**src/rtl/core/lcs_pkg.sv**
```systemverilog
// Types and constants of the longest common subsequence block.
// No dependencies.
`default_nettype none
package lcs_pkg;
	localparam logic [1:0] FUNC_APPEND_A = 2'd0;
	localparam logic [1:0] FUNC_APPEND_B = 2'd1;
	localparam logic [1:0] FUNC_COMPUTE  = 2'd2;

	typedef struct packed {
		logic [1:0] func;
		logic [7:0] symbol;
	} lcs_in_t;

	typedef struct packed {
		logic       valid_res;
		logic [7:0] out_symbol;
		logic [5:0] lcs_length;
		logic       overflow;
		logic       last;
	} lcs_out_t;

	typedef enum logic [2:0] {
		ST_IDLE, ST_FILL, ST_TRACE, ST_WAIT, ST_EMIT, ST_DONE
	} lcs_state_t;

	typedef struct packed {
		logic load;
		logic fill_start;
		logic fill_step;
		logic trace_start;
		logic trace_step;
		logic emit_start;
		logic emit_step;
		logic clear;
	} lcs_cmd_t;

	typedef struct packed {
		logic fill_done;
		logic trace_done;
		logic emit_last;
	} lcs_sts_t;
endpackage
`default_nettype wire

```
**src/rtl/core/lcs_ctrl.sv**
```systemverilog
// Controller state machine for load, fill, traceback and emit.
// Depends on lcs_pkg.
`default_nettype none
module lcs_ctrl import lcs_pkg::*; (
	input  wire logic     clk,
	input  wire logic     arst_n,
	input  wire logic     in_valid,
	input  wire lcs_in_t  in_data,
	output logic          in_ready,
	output logic          out_valid,
	input  wire logic     out_ready,
	input  wire lcs_sts_t sts,
	output lcs_cmd_t      cmd
);
	lcs_state_t state_q, state_d;

	always_ff @(posedge clk or negedge arst_n) begin
		if (!arst_n) state_q <= ST_IDLE;
		else state_q <= state_d;
	end

	always_comb begin
		state_d = state_q;
		cmd = '0;
		in_ready = 1'b0;
		out_valid = 1'b0;
		unique case (state_q)
			ST_IDLE: begin
				in_ready = 1'b1;
				if (in_valid) begin
					cmd.load = 1'b1;
					if (in_data.func == FUNC_COMPUTE) begin
						cmd.fill_start = 1'b1;
						state_d = ST_FILL;
					end
				end
			end
			ST_FILL: begin
				if (sts.fill_done) begin
					cmd.trace_start = 1'b1;
					state_d = ST_TRACE;
				end else begin
					cmd.fill_step = 1'b1;
				end
			end
			ST_TRACE: begin
				if (sts.trace_done) begin
					cmd.emit_start = 1'b1;
					state_d = ST_WAIT;
				end else begin
					cmd.trace_step = 1'b1;
				end
			end
			ST_WAIT: state_d = ST_EMIT;
			ST_EMIT: begin
				out_valid = 1'b1;
				if (out_ready) begin
					if (sts.emit_last) begin
						cmd.clear = 1'b1;
						state_d = ST_DONE;
					end else begin
						cmd.emit_step = 1'b1;
						state_d = ST_WAIT;
					end
				end
			end
			ST_DONE: state_d = ST_IDLE;
			default: state_d = ST_IDLE;
		endcase
	end
endmodule
`default_nettype wire

```
**config.mk**
```make
export PLATFORM = sky130hd
export DESIGN_NAME = lcs_ctrl
export DESIGN_NICKNAME = d
export VERILOG_FILES = /design/src/rtl/core/lcs_pkg.sv /design/src/rtl/core/lcs_ctrl.sv
export SDC_FILE = /design/constraint.sdc
export NUM_CORES = 1
export LEC_CHECK = 0
export BUFFER_PORTS_ARGS = -buffer_cell sky130_fd_sc_hd__buf_2
export CORE_AREA = 2 2 39 41
export DETAILED_ROUTE_END_ITERATION = 8
export DIE_AREA = 0 0 41 43
export PLACE_DENSITY = 0.52
export SLEW_MARGIN = 25
export SYNTH_ARGS = -nofsm -noshare
export SYNTH_HDL_FRONTEND = slang
export SYNTH_SLANG_ARGS = --single-unit
```
**constraint.sdc**
```tcl
create_clock -name clk -period 2.2 [get_ports clk]
set_clock_uncertainty 0.15 [all_clocks]
set_input_delay 0.33 -clock clk [delete_from_list [all_inputs] [get_ports clk]]
set_output_delay 0.33 -clock clk [all_outputs]
set_load 0.02 [all_outputs]
```
* Yosys cells after proc, flatten, opt, wreduce, memory -nomap -nowiden *
Index checks and enable logic that the tools add are counted.

storage, ports and cells
  logic and storage cells = 35
  register bits after elaboration = 3
  output and inout port bits = 10
  input port bits = 17

operators by class
  reductions and logical operators = 2
  multiplexer cells = 22
  equal/unequal tests = 10

operators with widths
  kind                                           number
  two-way mux 3 bit                              6
  case mux 3 bit (5 select lines)                1
  two-way mux 2 bit                              6
  != test 2 bit, second input constant           5
  two-way mux 1 bit                              9
  == test 3 x 2 -> 1 bit, second input constant  2
  AND reduction 5 bit                            1
  == test 3 x 1 -> 1 bit, second input constant  1
  == test 3 bit, second input constant           1
  zero test 3 bit                                1
  == test 2 bit, second input constant           1

* Longest topological paths before layout *
  depth in word-level cells = 4
  depth in mapped cells = 3
  depth with buffers taken out = 3

* Worst setup path before layout *
Ideal clock, no wire load.

  kind = register -> output
  start point = register state_q[0]
  end point = output port cmd[1] in the netlist's numbering
  data required time = 1.720 ns
  cell stages (with the launch flop) = 3
  buffers on the path = 0
  arrival time = 1.493 ns
  setup slack = 0.227 ns
  cell sequence = dfrtp_1 -> nor3b_1 -> and3b_1

RTL lines
  item                      RTL line        source
  start: declaration        lcs_ctrl.sv:15  lcs_state_t state_q, state_d;
  start signal: assignment  lcs_ctrl.sv:19  else state_q <= state_d;
  end: declaration          lcs_ctrl.sv:13  output lcs_cmd_t cmd

==> reports/qor.csv <==
metric,value,unit
cts_buffer_depth,2,
die_y,43,µm
htreeDepth,1,
cts_repair_resize_count,0,
fill_cells,158,
numCtsBuffers,3,
synth_cell_types,15,
grt_max_degree,8,
synth_compound_area_frac,0.0769,
overflow,0,
swShare,0.439,
grt_pass1_vias,225,
grt_first_pass_wirelength,931,µm
holdWs,0.264,ns
syn_nets,39,
fin_nets,63,
syn_avg_cell_area,9.61,µm²
crit_fanout,7,
num_antenna_cells,0,
fin_crit,1.94,ns
setup_viol,0,
holdBufCountCts,1,
cp_data_required_time,1.72,ns
synthMuxAreaShare,0,
setup_ws,0.259,ns
max_freq,515,MHz
p_clk_frac,0.244,
power_frac_seq,0.260,
multiInputGateArea,136,µm²
post_cts_buffers,0,
status,completed,
drc_errors,0,
cts_root_buffer,clkbuf_4,
synth_top_family_by_area,simple AND/OR/NAND/NOR gates,
routed-via-count,252,
grt.total_usage,0.0947,
dp_hpwl,434,µm
power_density,1160,mW/mm²
reg_top3,state_q (3),
tightest_slew,0.418,ns
end_kind,primary output,
worstSkewPairLatency,0.24,ns
total_power,415,µW
synth-adder-area-share,0,
first_iter_violations,2,
finalHoldViolCount,0,
p_sw,182,µW
start_kind,register,
clock_sinks,3,
slew_viol_final,0,
clkTransAtPathRegs,0.04,ns
p_leak,0.204,nW
internal_power,233,µW
antenna_found_initial,0,
ant_nets,0,
largest_reg_flops,3,
drive_gt1_frac,0.467,
synth-warning-count,0,
io_pins,27,
synthCells,22,
die_area,0.00176,mm²
ir_drop,0.291,mV
cp.arrival,1.46,ns
wl_per_cell,9.52,µm
slew_headroom,0.721,
ys_seq_area_frac,0.355,
core_area,0.00138,mm²
areaGrowthSynthToFinish,69.2,%
hp-class,in2async,
critical_path_class,reg2out,
finalCritPeriodShare,0.882,
setup-tns-final,0,ns
synth_xor_area_frac,0,
first_pass_iters,2,
routed_wl,581,µm
pre_cts_ws,0.500,ns
vias_per_cell,4.13,
ys_ff_latch,3,
drv_cap,0,
power_frac_comb,0.496,
rows,14,
die_width,41,µm
start_util,0.153,
rsz0062_at_grt,false,
syn_area,211,µm²
io_buffer_count,18,
yosys.area_share.simple,0.568,
cts_tree,built,
place.gp.congestion,0.683,
seq_area,75.1,µm²
top_register,state_q,
-- cells in the mapped netlist --
| master | instances | area share |
|---|---|---|
| or2b_1 | 1 | 0.036 |
| nor2_1 | 1 | 0.018 |
| a22o_1 | 1 | 0.041 |
| dfrtp_1 | 3 | 0.36 |
| nand2b_1 | 1 | 0.030 |
| nor4bb_1 | 1 | 0.047 |
| or4_1 | 1 | 0.036 |
| and2_1 | 2 | 0.059 |
| and4b_1 | 1 | 0.047 |
| nor3_1 | 2 | 0.047 |
| and3_1 | 1 | 0.030 |
| o21bai_1 | 1 | 0.036 |
| nor3b_1 | 3 | 0.11 |
| and3b_1 | 2 | 0.083 |
| nor2b_1 | 1 | 0.030 |
-- routing by layer --
layer | wire (µm) | track usage | vias to the layer above
met5 | 0 | 0 | -
li1 | - | - | 132
met3 | 39 | 0.0471 | 2
met4 | 27 | 0.160 | 0
met1 | 244 | 0.104 | 108
met2 | 268 | 0.0906 | 10
-- final timing paths --
path	from	to	slack (ns)	cells past startpoint
setup / recovery	state_q[0]	cmd[1]	0.26	3
hold / removal	arst_n	state_q[0]	0.26	2
setup reg to reg	state_q[2]	state_q[0]	0.63	3
hold reg to reg	state_q[0]	state_q[1]	0.44	1
max in group asynchronous	arst_n	state_q[1]	1.53	2
min in group clk	out_ready	state_q[2]	0.27	3
-- cell families after synthesis --
group	count (synthesis)
compound gates	2
flops	3
simple gates	17
-- area by class of cell --
class / count / share of cell area
flip-flops and latches: 3 / 0.210
repair buffers: 19 / 0.280
clock buffers: 4 / 0.0734
well taps: 16 / 0.0559
multi-input cells: 19 / 0.381
-- worst max-delay path: stages, from the launching register on --
cell,delay (ns)
dfrtp_1,0.43
nor3b_1,0.42
and3b_1,0.21
buf_2,0.16
-- power by group through the flow --
stage	Sequential [mW]	Clock [mW]	Combinational (mW)
6_report	0.108	0.101	0.206
5_1_grt	0.117	0.118	0.226
4_1_cts	0.107	0.105	0.209
3_5_place_dp	0.108	0	0.207
3_3_place_gp	0.109	0	0.207
2_1_floorplan	0.0989	0	0.146
-- cells in the final DEF (no fill, tap or decap), types with 2 or more instances in the layout --
| cell type | count |
|---|---|
| clkbuf_4 | 3 |
| dfrtp_1 | 3 |
| buf_2 | 18 |
| and2_1 | 2 |
| nor3_1 | 2 |
| nor3b_1 | 3 |
| and3b_1 | 2 |
-- per-stage QoR --
stage	util	cell area, µm²	instances
finish	0.259	358	61
global route	0.259	358	61
CTS	0.259	358	61
detailed placement	0.232	322	56
global placement	0.232	322	56
floorplan	-	211	22
Power figures use the tool's default switching activity.
